==> src/rtl/core/hourly_relay_on_time_tracker_unit_macros.svh <==
// Assertion helpers for the relay on-time tracker
`ifndef HOURLY_RELAY_ON_TIME_TRACKER_UNIT_MACROS_SVH
`define HOURLY_RELAY_ON_TIME_TRACKER_UNIT_MACROS_SVH

// Same-cycle implication, checked out of reset
`define HROT_ASSERT(lbl, ante, cons, msg) \
  lbl: assert property (@(posedge clk) disable iff (!rst_n) (ante) |-> (cons)) else $error(msg);

// Next-cycle implication, checked out of reset
`define HROT_ASSERT_NXT(lbl, ante, cons, msg) \
  lbl: assert property (@(posedge clk) disable iff (!rst_n) (ante) |=> (cons)) else $error(msg);

`endif

==> src/rtl/core/hrot_pkg.sv <==
package hrot_pkg;

  localparam int BUCKET_COUNT = 24;
  localparam int ADDR_W       = $clog2(BUCKET_COUNT);
  localparam int HOUR_W       = 5;
  localparam int BUCKET_W     = 12;
  localparam int TIME_W       = 32;
  localparam int INTO_W       = 12;
  localparam int SUM_W        = 17;
  localparam int WIN_W        = 5;

  localparam logic [BUCKET_W-1:0] HOUR_CAP   = 12'd3600;
  localparam logic [TIME_W-1:0]   GAP_LIMIT  = 32'd120;
  localparam logic [HOUR_W-1:0]   NO_HOUR    = 5'd31;
  localparam logic [WIN_W-1:0]    MAX_WINDOW = 5'd24;
  localparam logic [HOUR_W-1:0]   LAST_HOUR  = HOUR_W'(BUCKET_COUNT - 1);
  localparam logic [ADDR_W-1:0]   LAST_ADDR  = ADDR_W'(BUCKET_COUNT - 1);

  // Shared unit operations
  typedef enum logic {
    ALU_ADD,
    ALU_SUB
  } hrot_alu_op_t;

  typedef struct packed {
    logic              mode;
    logic [TIME_W-1:0] now_seconds;
    logic [HOUR_W-1:0] hour_of_day;
    logic [INTO_W-1:0] seconds_into_hour;
    logic              relay_on;
  } hrot_in_t;

  typedef struct packed {
    logic [SUM_W-1:0] window_on_seconds;
    logic             tracked_on;
  } hrot_out_t;

  // Bucket store write port
  typedef struct packed {
    logic                en;
    logic [ADDR_W-1:0]   addr;
    logic [BUCKET_W-1:0] data;
  } hrot_wr_t;

endpackage

==> src/rtl/core/hrot_alu.sv <==
module hrot_alu (
  input  hrot_pkg::hrot_alu_op_t      op,
  input  logic [hrot_pkg::TIME_W-1:0] a,
  input  logic [hrot_pkg::TIME_W-1:0] b,
  output logic [hrot_pkg::TIME_W:0]   res
);
  import hrot_pkg::*;

  // One 32-bit adder/subtractor; top bit is the carry out of an add
  always_comb begin
    unique case (op)
      ALU_ADD: res = {1'b0, a} + {1'b0, b};
      ALU_SUB: res = {1'b0, a} - {1'b0, b};
      default: res = '0;
    endcase
  end

endmodule

==> src/rtl/core/hrot_bucket_store.sv <==
module hrot_bucket_store (
  input  logic                          clk,
  input  logic                          rst_n,
  input  hrot_pkg::hrot_wr_t            wr,
  input  logic [hrot_pkg::ADDR_W-1:0]   rd_addr,
  output logic [hrot_pkg::BUCKET_W-1:0] rd_data
);
  import hrot_pkg::*;

  logic [BUCKET_W-1:0]     mem [BUCKET_COUNT];
  logic [BUCKET_COUNT-1:0] valid_r;
  logic [BUCKET_W-1:0]     rd_data_r;

  // Per-entry valid bits stand in for the all-zero reset
  always_ff @(posedge clk) begin
    if (!rst_n) begin
      valid_r <= '0;
    end else if (wr.en) begin
      valid_r[wr.addr] <= 1'b1;
    end
  end

  // One write port, one registered read port; never-written entries read zero
  always_ff @(posedge clk) begin
    if (wr.en) begin
      mem[wr.addr] <= wr.data;
    end
    rd_data_r <= valid_r[rd_addr] ? mem[rd_addr] : '0;
  end

  assign rd_data = rd_data_r;

endmodule

==> src/rtl/core/hourly_relay_on_time_tracker_unit.sv <==
// Hourly relay on-time tracker. Relay edges (mode 0) open and close on-intervals and
// periodic updates (mode 1) close the previous hour and clear the new one, each adding
// seconds into 24 hourly buckets capped at 3600. Every accepted beat returns one result
// beat: the on-seconds summed over the last window_hours buckets ending at the current
// hour, and whether an interval is open. Work runs through one shared adder/subtractor
// and a bucket store with one write and one read port, one beat at a time; the window
// sum reads one bucket per cycle, window_hours being capped at 24. The buckets read as
// zero straight after reset; no clearing pass is needed. The user writes window_hours
// through the cfg port only while the block is idle; the block does not enforce this.
module hourly_relay_on_time_tracker_unit (
  input  logic                       clk,
  input  logic                       rst_n,
  input  logic                       in_valid,
  output logic                       in_ready,
  input  hrot_pkg::hrot_in_t         in_data,
  output logic                       out_valid,
  input  logic                       out_ready,
  output hrot_pkg::hrot_out_t        out_data,
  input  logic                       cfg_valid,
  output logic                       cfg_ready,
  input  logic [hrot_pkg::WIN_W-1:0] cfg_data
);
  import hrot_pkg::*;

`include "hourly_relay_on_time_tracker_unit_macros.svh"

  typedef enum logic [3:0] {
    S_IDLE,
    S_DISPATCH,
    S_ROLL_DUR,
    S_BADD_RD,
    S_BADD_WR,
    S_CLEAR,
    S_GAP,
    S_SUM_START,
    S_SUM,
    S_OUT
  } state_t;

  state_t state_r, state_nxt, ret_r, ret_nxt;

  // Captured beat
  logic                mode_r, mode_nxt;
  logic [TIME_W-1:0]   now_r, now_nxt;
  logic [HOUR_W-1:0]   hour_r, hour_nxt;
  logic [INTO_W-1:0]   into_r, into_nxt;
  logic                relay_r, relay_nxt;

  // Tracker state
  logic [TIME_W-1:0]   on_start_r, on_start_nxt;
  logic [HOUR_W-1:0]   tracked_r, tracked_nxt;
  logic [TIME_W-1:0]   last_r, last_nxt;
  logic [WIN_W-1:0]    window_r, window_nxt;

  // Working registers
  logic [TIME_W-1:0]   bnd_r, bnd_nxt;
  logic [TIME_W-1:0]   amount_r, amount_nxt;
  logic [ADDR_W-1:0]   addr_r, addr_nxt;
  logic [WIN_W-1:0]    cnt_r, cnt_nxt;
  logic [ADDR_W-1:0]   idx_r, idx_nxt;
  logic                pend_r, pend_nxt;
  logic [SUM_W-1:0]    acc_r, acc_nxt;

  logic                out_valid_r, out_valid_nxt;
  hrot_out_t           out_data_r, out_data_nxt;

  // Shared unit and store hookup
  hrot_alu_op_t        alu_op;
  logic [TIME_W-1:0]   alu_a, alu_b;
  logic [TIME_W:0]     alu_res;
  hrot_wr_t            wr;
  logic [ADDR_W-1:0]   rd_addr;
  logic [BUCKET_W-1:0] rd_data;
  logic [BUCKET_W-1:0] sat_total;
  logic [HOUR_W-1:0]   in_hour;

  hrot_alu u_alu (
    .op  (alu_op),
    .a   (alu_a),
    .b   (alu_b),
    .res (alu_res)
  );

  hrot_bucket_store u_store (
    .clk     (clk),
    .rst_n   (rst_n),
    .wr      (wr),
    .rd_addr (rd_addr),
    .rd_data (rd_data)
  );

  assign in_ready  = (state_r == S_IDLE);
  assign cfg_ready = 1'b1;
  assign out_valid = out_valid_r;
  assign out_data  = out_data_r;

  // Hours past the last bucket fold onto it
  assign in_hour = (in_data.hour_of_day > LAST_HOUR) ? LAST_HOUR : in_data.hour_of_day;

  // Bucket plus amount, saturated at one hour (carry counts as overflow)
  assign sat_total = (alu_res > {(TIME_W + 1 - BUCKET_W)'(0), HOUR_CAP}) ?
                     HOUR_CAP : alu_res[BUCKET_W-1:0];

  // Sequencer
  always_comb begin
    state_nxt     = state_r;
    ret_nxt       = ret_r;
    mode_nxt      = mode_r;
    now_nxt       = now_r;
    hour_nxt      = hour_r;
    into_nxt      = into_r;
    relay_nxt     = relay_r;
    on_start_nxt  = on_start_r;
    tracked_nxt   = tracked_r;
    last_nxt      = last_r;
    window_nxt    = cfg_valid ? cfg_data : window_r;
    bnd_nxt       = bnd_r;
    amount_nxt    = amount_r;
    addr_nxt      = addr_r;
    cnt_nxt       = cnt_r;
    idx_nxt       = idx_r;
    pend_nxt      = pend_r;
    acc_nxt       = acc_r;
    out_valid_nxt = out_valid_r && !out_ready;
    out_data_nxt  = out_data_r;
    alu_op        = ALU_ADD;
    alu_a         = '0;
    alu_b         = '0;
    wr            = '0;
    rd_addr       = addr_r;

    unique case (state_r)
      S_IDLE: begin
        if (in_valid) begin
          mode_nxt  = in_data.mode;
          now_nxt   = in_data.now_seconds;
          hour_nxt  = in_hour;
          into_nxt  = in_data.seconds_into_hour;
          relay_nxt = in_data.relay_on;
          state_nxt = S_DISPATCH;
        end
      end

      S_DISPATCH: begin
        if (!mode_r) begin
          // relay edge: open an interval, or close it into this hour
          if (relay_r) begin
            on_start_nxt = now_r;
            state_nxt    = S_SUM_START;
          end else if (on_start_r != '0) begin
            alu_op       = ALU_SUB;
            alu_a        = now_r;
            alu_b        = on_start_r;
            amount_nxt   = alu_res[TIME_W-1:0];
            addr_nxt     = ADDR_W'(hour_r);
            on_start_nxt = '0;
            ret_nxt      = S_SUM_START;
            state_nxt    = S_BADD_RD;
          end else begin
            state_nxt = S_SUM_START;
          end
        end else if (hour_r != tracked_r) begin
          // hour rollover: work out the boundary if an interval is open
          if (on_start_r != '0 && tracked_r != NO_HOUR) begin
            alu_op    = ALU_SUB;
            alu_a     = now_r;
            alu_b     = {(TIME_W - INTO_W)'(0), into_r};
            bnd_nxt   = alu_res[TIME_W-1:0];
            state_nxt = S_ROLL_DUR;
          end else begin
            state_nxt = S_CLEAR;
          end
        end else begin
          state_nxt = S_GAP;
        end
      end

      S_ROLL_DUR: begin
        alu_op       = ALU_SUB;
        alu_a        = bnd_r;
        alu_b        = on_start_r;
        amount_nxt   = alu_res[TIME_W-1:0];
        addr_nxt     = ADDR_W'(tracked_r);
        on_start_nxt = bnd_r;
        ret_nxt      = S_CLEAR;
        state_nxt    = S_BADD_RD;
      end

      S_BADD_RD: begin
        state_nxt = S_BADD_WR;
      end

      S_BADD_WR: begin
        alu_op    = ALU_ADD;
        alu_a     = {(TIME_W - BUCKET_W)'(0), rd_data};
        alu_b     = amount_r;
        wr.en     = 1'b1;
        wr.addr   = addr_r;
        wr.data   = sat_total;
        state_nxt = ret_r;
      end

      S_CLEAR: begin
        wr.en       = 1'b1;
        wr.addr     = ADDR_W'(hour_r);
        wr.data     = '0;
        tracked_nxt = hour_r;
        state_nxt   = S_GAP;
      end

      S_GAP: begin
        // time since last update, only for short gaps while on
        last_nxt  = now_r;
        state_nxt = S_SUM_START;
        if (relay_r && on_start_r != '0) begin
          alu_op = ALU_SUB;
          alu_a  = now_r;
          alu_b  = last_r;
          if (last_r != '0 && alu_res[TIME_W-1:0] < GAP_LIMIT) begin
            amount_nxt = alu_res[TIME_W-1:0];
            addr_nxt   = ADDR_W'(hour_r);
            ret_nxt    = S_SUM_START;
            state_nxt  = S_BADD_RD;
          end
        end
      end

      S_SUM_START: begin
        cnt_nxt   = (window_r > MAX_WINDOW) ? MAX_WINDOW : window_r;
        idx_nxt   = ADDR_W'(hour_r);
        acc_nxt   = '0;
        pend_nxt  = 1'b0;
        state_nxt = S_SUM;
      end

      S_SUM: begin
        // issue one read a cycle, accumulate the one issued before
        rd_addr  = idx_r;
        pend_nxt = (cnt_r != '0);
        if (cnt_r != '0) begin
          cnt_nxt = cnt_r - 1'b1;
          idx_nxt = (idx_r == '0) ? LAST_ADDR : idx_r - 1'b1;
        end
        if (pend_r) begin
          alu_op  = ALU_ADD;
          alu_a   = {(TIME_W - SUM_W)'(0), acc_r};
          alu_b   = {(TIME_W - BUCKET_W)'(0), rd_data};
          acc_nxt = alu_res[SUM_W-1:0];
        end
        // last read folded in this cycle
        if (cnt_r == '0) begin
          state_nxt = S_OUT;
        end
      end

      S_OUT: begin
        if (!out_valid_r || out_ready) begin
          out_data_nxt.window_on_seconds = acc_r;
          out_data_nxt.tracked_on        = (on_start_r != '0);
          out_valid_nxt                  = 1'b1;
          state_nxt                      = S_IDLE;
        end
      end

      default: begin
        state_nxt = S_IDLE;
      end
    endcase
  end

  // State and registered outputs
  always_ff @(posedge clk) begin
    if (!rst_n) begin
      state_r     <= S_IDLE;
      ret_r       <= S_SUM_START;
      on_start_r  <= '0;
      tracked_r   <= NO_HOUR;
      last_r      <= '0;
      window_r    <= MAX_WINDOW;
      cnt_r       <= '0;
      pend_r      <= 1'b0;
      out_valid_r <= 1'b0;
    end else begin
      state_r     <= state_nxt;
      ret_r       <= ret_nxt;
      on_start_r  <= on_start_nxt;
      tracked_r   <= tracked_nxt;
      last_r      <= last_nxt;
      window_r    <= window_nxt;
      cnt_r       <= cnt_nxt;
      pend_r      <= pend_nxt;
      out_valid_r <= out_valid_nxt;
    end
    mode_r     <= mode_nxt;
    now_r      <= now_nxt;
    hour_r     <= hour_nxt;
    into_r     <= into_nxt;
    relay_r    <= relay_nxt;
    bnd_r      <= bnd_nxt;
    amount_r   <= amount_nxt;
    addr_r     <= addr_nxt;
    idx_r      <= idx_nxt;
    acc_r      <= acc_nxt;
    out_data_r <= out_data_nxt;
  end

  // Checks
  `HROT_ASSERT(a_tracked_hour_ok, 1'b1, (tracked_r == NO_HOUR) || (tracked_r <= LAST_HOUR), "tracked hour outside bucket range")
  `HROT_ASSERT(a_bucket_capped, wr.en, wr.data <= HOUR_CAP, "bucket write above one hour")
  `HROT_ASSERT(a_sum_bound, state_r == S_SUM, acc_r <= SUM_W'(86400), "window sum above one day")
  `HROT_ASSERT_NXT(a_accept_leaves_idle, in_valid && in_ready, state_r == S_DISPATCH, "accepted beat not dispatched")

endmodule
==> config.mk <==
export PLATFORM = sky130hd
export DESIGN_NAME = hourly_relay_on_time_tracker_unit
export DESIGN_NICKNAME = d
export VERILOG_FILES = /design/src/rtl/core/hrot_pkg.sv /design/src/rtl/core/hrot_alu.sv /design/src/rtl/core/hrot_bucket_store.sv /design/src/rtl/core/hourly_relay_on_time_tracker_unit.sv
export VERILOG_INCLUDE_DIRS = /design/src /design/src/rtl/core
export SDC_FILE = /design/constraint.sdc
export NUM_CORES = 1
export LEC_CHECK = 0
export BUFFER_PORTS_ARGS = -buffer_cell sky130_fd_sc_hd__buf_4
export CORE_MARGIN = 10
export CORE_UTILIZATION = 30
export CTS_CLUSTER_SIZE = 30
export DETAILED_ROUTE_END_ITERATION = 8
export MAX_ROUTING_LAYER = met4
export PLACE_DENSITY_LB_ADDON = 0.25
export SYNTH_ARGS = -nofsm -noshare
export SYNTH_HDL_FRONTEND = slang
export SYNTH_SLANG_ARGS = --single-unit
==> constraint.sdc <==
create_clock -name clk -period 11.92 [get_ports clk]
set_input_delay 1.192 -clock clk [delete_from_list [all_inputs] [get_ports clk]]
set_output_delay 1.192 -clock clk [all_outputs]
set_load 0.02 [all_outputs]
==> results.md, run 1 <==
* Path type of the worst min-delay path: reg -> reg
* Area of the core region at 85,400 sq um
* Total of flip-flops plus latches after synthesis at 570
* Max-cap violations at 0
* Most frequent standard cell in the layout excluding fill and tap cells: sky130_fd_sc_hd__nand2_1
* Max H-tree Level at 2
* Via-per-instance ratio at 5.30
* Wire length of the first global-routing pass at 122 mm
* Family of cells with the greatest summed delay on the critical path: simple AND/OR/NAND/NOR gates
* Number of antenna violations at the first check in global routing at 0
* Number of enable flip-flop cells after synthesis at 448
* DR pass1 iterations at 7
* TritonCTS clock tree: done
* Number of buffers inserted by hold repair at cts at 0
* Post-synthesis cell type count at 78
* Kind of start point of the critical path: register
* Layout Nets at 2,513
* Register clock-pin slew on the reported worst setup and hold paths at 70 ps
* Final worst path period need at 9300 ps
* Clock Path Buffers at 3
* Port-buffer cells at 80
* Most frequent cells in the layout: sky130_fd_sc_hd__nand2_1, sky130_fd_sc_hd__edfxtp_1, sky130_fd_sc_hd__nor2_1
* Total track usage at 0.165
* Diode insertion count for antenna repair at 0
* Cell area after technology mapping at 25,900 sq um
* Die Span X at 314 microns
* Synthesis Warnings at 0
* Pin slew with the least headroom to its limit at 1080 ps
* Vias in the first global route at 18,900
* Clock sinks at 570
* Number of max-slew violations in the final report at 0
* Post-Synthesis Mean Instance Area at 10.9 sq um
* Clock latency of the later-clocked register in the worst-skew pair at 680 ps
* Bufs and invs on worst path at 0
* Hold Vio Cnt, Final at 0
* Sequence of cells on the critical path: nor4_1 -> nand4_1 -> o21ai_2 -> nand2_2 -> a221o_1 -> nor4_2 -> and3_1 -> nand3_1 -> o21ai_0 -> xnor2_1 -> ha_1 -> nand4_1 -> nor3_1 -> nand4_1 -> nor3_1 -> nor3_1 -> xnor2_1 -> nor4_2 -> nand2_2 -> nor3_4
* Final Wtd Congestion at 0.956
* Detailed placement HPWL at 54.6 mm
* Buffers inserted during post-CTS setup optimization at 0
* Sum of negative setup slack at 0 ps
* Pin count of the biggest net entering global routing at 74
* CTS resizes at 0
* Area added between synthesis and finish at 15.4%
* Sequential area share after synthesis at 0.614
* Required arrival time at the worst endpoint at 12,250 ps
* Share of flip-flops with an asynchronous set or reset after synthesis at 0
* Achievable Freq at 0.107 GHz
* Worst-case clock skew at 71.3 ps
* Arr. time, crit path at 9630 ps
* Routed via count at 19,100
* Total detailed-routing wirelength at 82.0 mm
* RSZ-0062 raised after global routing: no
* Max-slew headroom at 0.280
* Part of the cycle the worst path needs at 0.781
* Result of the run: finished clean
* Worst setup EP type: register
* Critical setup path kind: reg -> reg
* Main synth FF type: sky130_fd_sc_hd__edfxtp_1
* Clock root cell: sky130_fd_sc_hd__clkbuf_16
* Overall overflow remaining after global route at 0
* Cell at the slowest stage of the critical path: sky130_fd_sc_hd__nor3_4
* Overall die height at 314 microns
* Starting density of the core at 0.303
* 1st-iter DRT viols at 1,562
* Average routed wire per standard cell at 22.7 microns
* Share of layout cells above drive strength 1 at 0.120
* Post-DRT Antenna Nets at 0
* TritonCTS Buffers at 61
* Number of top-level design ports at 82
* Post-place instance area at 27,900 sq um
* Biggest fanout along the worst timing path at 26
* Layout filler cell count at 8,570
* Delay contributed by the slowest stage of the critical path at 800 ps
* Count of unresolved DRC violations after routing at 0
* Final instance area at 29,900 sq um
* Post-Syn Nets at 2,474
* Die Outline Area at 98,400 sq um
* Finish-stage setup viols at 0
* Cells after Synth at 2,376
* Site row count at 107
==> logic make-up (layout without fill, tap and decap cells) <==
logic type,after synthesis,count (layout),share of synthesized area
mux,18,18,0.00711
xor+xnor,65,65,0.0223
fa+ha+maj,37,37,0.0182
other cells,1,1,0.000145
flops,570,570,0.614
compound gates,506,506,0.140
simple gates,971,971,0.165
buf+inv,208,300,0.0322
==> final cells by class <==
type / count / area, sq um / share of cell area
multi-input cells: 1598 / 9350 / 0.313
clock inverters: 38 / 317 / 0.0106
clock buffers: 78 / 1670 / 0.0560
repair buffers: 134 / 1010 / 0.0337
flip-flops and latches: 570 / 15900 / 0.532
well taps: 1144 / 1430 / 0.0479
inverters: 50 / 189 / 0.00633
==> tightest hold or removal path, cell delays in order (launching register included) <==
cell,delay (ps)
sky130_fd_sc_hd__dfxtp_1,310
sky130_fd_sc_hd__nand2_1,50
sky130_fd_sc_hd__a21oi_1,50
==> state kept, by name (all words and copies together), names as in the netlist, 4 cells and up <==
| signal | count |
|---|---|
| last_r | 32 |
| tracked_r | 5 |
| u_store.valid_r | 24 |
| idx_r | 5 |
| amount_r | 32 |
| u_store.rd_data | 12 |
| hour_r | 5 |
| state_r | 4 |
| out_data | 18 |
| acc_r | 17 |
| on_start_r | 32 |
| bnd_r | 32 |
| into_r | 12 |
| now_r | 32 |
| cnt_r | 5 |
| window_r | 5 |
| u_store.mem | 288 |
| addr_r | 5 |
==> through the flow <==
| stage | util | hold WS, ps | instances | worst slack (ps) |
|---|---|---|---|---|
| after global routing | 0.350 | 478 | 3612 | 2070 |
| after detailed placement | 0.326 | 452 | 3496 | 2380 |
| after floorplan | - | 427 | 2376 | 3810 |
| after global placement | 0.326 | 446 | 3496 | 2420 |
| after CTS | 0.350 | 461 | 3612 | 2320 |
| final | 0.350 | 458 | 3612 | 2620 |
==> synthesized netlist by cell type (7+ instances only) <==
| master | number | area, sq um |
|---|---|---|
| sky130_fd_sc_hd__and2_1 | 29 | 181 |
| sky130_fd_sc_hd__nor3_1 | 24 | 120 |
| sky130_fd_sc_hd__nand2_1 | 494 | 1850 |
| sky130_fd_sc_hd__a221oi_1 | 9 | 78.8 |
| sky130_fd_sc_hd__a22oi_1 | 51 | 383 |
| sky130_fd_sc_hd__and3_1 | 52 | 325 |
| sky130_fd_sc_hd__a311oi_1 | 53 | 464 |
| sky130_fd_sc_hd__inv_1 | 50 | 188 |
| sky130_fd_sc_hd__dfxtp_1 | 122 | 2440 |
| sky130_fd_sc_hd__o21ai_0 | 52 | 260 |
| sky130_fd_sc_hd__a31oi_1 | 50 | 313 |
| sky130_fd_sc_hd__a211oi_1 | 50 | 375 |
| sky130_fd_sc_hd__edfxtp_1 | 448 | 13500 |
| sky130_fd_sc_hd__o21a_1 | 10 | 75.1 |
| sky130_fd_sc_hd__clkbuf_1 | 127 | 477 |
| sky130_fd_sc_hd__buf_1 | 11 | 41.3 |
| sky130_fd_sc_hd__o211ai_1 | 7 | 52.6 |
| sky130_fd_sc_hd__nand2b_1 | 10 | 62.6 |
| sky130_fd_sc_hd__ha_1 | 36 | 450 |
| sky130_fd_sc_hd__xor2_1 | 33 | 289 |
| sky130_fd_sc_hd__a21o_1 | 12 | 90.1 |
| sky130_fd_sc_hd__a222oi_1 | 33 | 330 |
| sky130_fd_sc_hd__mux2i_1 | 15 | 150 |
| sky130_fd_sc_hd__nor2_1 | 182 | 683 |
| sky130_fd_sc_hd__a21oi_1 | 96 | 480 |
| sky130_fd_sc_hd__buf_2 | 12 | 60.1 |
| sky130_fd_sc_hd__a22o_1 | 17 | 149 |
| sky130_fd_sc_hd__nand3_1 | 111 | 556 |
| sky130_fd_sc_hd__xnor2_1 | 31 | 272 |
| sky130_fd_sc_hd__nand4_1 | 17 | 106 |
| sky130_fd_sc_hd__nor4_1 | 16 | 100 |
==> final timing paths <==
check	slack, ps	cells past startpoint	end	startpoint
max reg2reg	2620	20	u_store.mem[12][1]	on_start_r[0]
min reg2reg	460	2	pend_r	pend_r
max	2620	20	u_store.mem[12][1]	on_start_r[0]
min	460	2	pend_r	pend_r
==> routing by layer <==
metal,share of wire,wire (microns),global-route usage
met3,0.055,4480,0.0266
met1,0.43,35400,0.205
met5,0,0,-
met2,0.49,39900,0.276
met4,0.027,2220,0.0477
Power of run 1 is left out: the tool's default activity adds up to more than one toggle a clock period on the data nets, which glitch-free logic cannot reach.
==> run 2: changes to the inputs <==
==> constraint.sdc (replaced) <==
create_clock -name clk -period 9.3 [get_ports clk]
set_input_delay 0.93 -clock clk [delete_from_list [all_inputs] [get_ports clk]]
set_output_delay 0.93 -clock clk [all_outputs]
set_load 0.02 [all_outputs]
==> results.md, run 2 (synthesis gave the netlist of run 1 again) <==
* Delay contributed by the slowest stage of the critical path at 640 ps
* Clock sinks at 570
* Layout filler cell count at 8,471
* Register containing the most flip-flops in the final layout: u_store.mem
* Port-buffer cells at 80
* Required arrival time at the worst endpoint at 9570 ps
* Result of the run: finished clean
* Average routed wire per standard cell at 22.5 microns
* Count of unresolved DRC violations after routing at 0
* Overall die height at 314 microns
* Layout Nets at 2,507
* Share of layout cells above drive strength 1 at 0.123
* Max-slew headroom at 0.203
* Starting density of the core at 0.303
* Max-cap violations at 0
* Most frequent standard cell in the layout excluding fill and tap cells: sky130_fd_sc_hd__nand2_1
* Number of max-slew violations in the final report at 0
* Most frequent cells in the layout: sky130_fd_sc_hd__nand2_1, sky130_fd_sc_hd__edfxtp_1, sky130_fd_sc_hd__nor2_1
* Routed via count at 19,000
* Number of antenna violations at the first check in global routing at 0
* Path type of the worst min-delay path: reg -> reg
* FF/Latch Area at 15,900 sq um
* Die Outline Area at 98,400 sq um
* Buffers inserted during post-CTS setup optimization at 0
* Site row count at 107
* Total detailed-routing wirelength at 81.3 mm
* Via-per-instance ratio at 5.28
* Max H-tree Level at 2
* Area added between synthesis and finish at 16.1%
* Die Span X at 314 microns
* Final worst path period need at 8210 ps
* Cell at the slowest stage of the critical path: sky130_fd_sc_hd__or4_1
* Detailed placement HPWL at 53.9 mm
* Clock latency of the later-clocked register in the worst-skew pair at 660 ps
* CTS resizes at 0
* RSZ-0062 raised after global routing: no
* Area of the core region at 85,400 sq um
* Vias in the first global route at 18,700
* Register clock-pin slew on the reported worst setup and hold paths at 60 ps
* Overall overflow remaining after global route at 0
* Finish-stage setup viols at 0
* Pin count of the biggest net entering global routing at 81
* Number of top-level design ports at 82
* Pin slew with the least headroom to its limit at 1190 ps
* Number of buffers inserted by hold repair at cts at 0
* Part of the cycle the worst path needs at 0.883
* Final Wtd Congestion at 0.920
* Worst-case clock skew at 53.5 ps
* Biggest fanout along the worst timing path at 24
* Worst setup EP type: register
* TritonCTS Buffers at 61
* Clock Path Buffers at 3
* Total track usage at 0.164
* 1st-iter DRT viols at 1,815
* Sum of negative setup slack at 0 ps
* Achievable Freq at 0.122 GHz
* DR pass1 iterations at 9
* Sequence of cells on the critical path: nor4_1 -> nand4_1 -> o21ai_2 -> nand2_2 -> a221o_1 -> nor4_2 -> and3_1 -> and4_1 -> a31oi_1 -> xor2_1 -> ha_1 -> nand4_1 -> nor2_1 -> a31oi_1 -> o31ai_1 -> a41oi_1 -> xnor2_1 -> or4_1 -> nor4_2 -> nand2_2 -> o31a_1
* Area of combinational cells with multiple inputs at 9370 sq um
* TritonCTS clock tree: done
* Family of cells with the greatest summed delay on the critical path: simple AND/OR/NAND/NOR gates
* Arr. time, crit path at 8480 ps
* Post-DRT Antenna Nets at 0
* Critical setup path kind: reg -> reg
* Bufs and invs on worst path at 0
* Hold Vio Cnt, Final at 0
* Clock root cell: sky130_fd_sc_hd__clkbuf_16
* Kind of start point of the critical path: register
* Wire length of the first global-routing pass at 121 mm
* Flip-flop count of the largest register, all copies and words added at 288
-- run 2: changes by cell type in the layout (fill, tap and decap cells not counted), moves of 3 or more --
| cell | previous run | this run |
|---|---|---|
| sky130_fd_sc_hd__clkinv_1 | 11 | 8 |
| sky130_fd_sc_hd__bufinv_16 | 2 | 11 |
| sky130_fd_sc_hd__nor2_2 | 12 | 24 |
| sky130_fd_sc_hd__clkinv_2 | 17 | 10 |
| sky130_fd_sc_hd__clkbuf_8 | 4 | 7 |
| sky130_fd_sc_hd__nor2_1 | 169 | 157 |
| sky130_fd_sc_hd__buf_4 | 134 | 128 |
-- run 2: final timing paths --
check | slack, ps | startpoint | depth (start not counted) | endpoint
hold reg to reg | 460 | acc_r[16] | 0 | out_data[17]
setup reg to reg | 1090 | on_start_r[7] | 21 | u_store.mem[4][4]
hold / removal | 460 | acc_r[16] | 0 | out_data[17]
setup / recovery | 1090 | on_start_r[7] | 21 | u_store.mem[4][4]
-- run 2: through the flow --
step	hold slack [ps]	std cells	utilization	setup slack, ps	area, sq um
finish	458	3606	0.352	1090	30100
global route	434	3605	0.352	669	30100
CTS	432	3605	0.352	1210	30100
detailed placement	445	3490	0.326	1180	27800
global placement	439	3490	0.326	1370	27800
floorplan	427	2376	-	1190	25900
-- run 2: area by class of cell --
type	count	share of cell area
diodes	1	0.0000832
clock buffers	80	0.0562
clock inverters	35	0.0173
inverters	50	0.00629
multi-input cells	1598	0.312
flip-flops and latches	570	0.529
well taps	1144	0.0476
repair buffers	128	0.0320
-- run 2: layer usage --
| layer | vias to the layer above | part of all wire | global-route usage |
|---|---|---|---|
| met5 | - | 0 | - |
| met4 | 0 | 0.028 | 0.0484 |
| met3 | 121 | 0.054 | 0.0215 |
| met2 | 567 | 0.49 | 0.274 |
| met1 | 9454 | 0.43 | 0.206 |
| li1 | 8889 | - | - |
Power of run 2 is left out for the same reason.
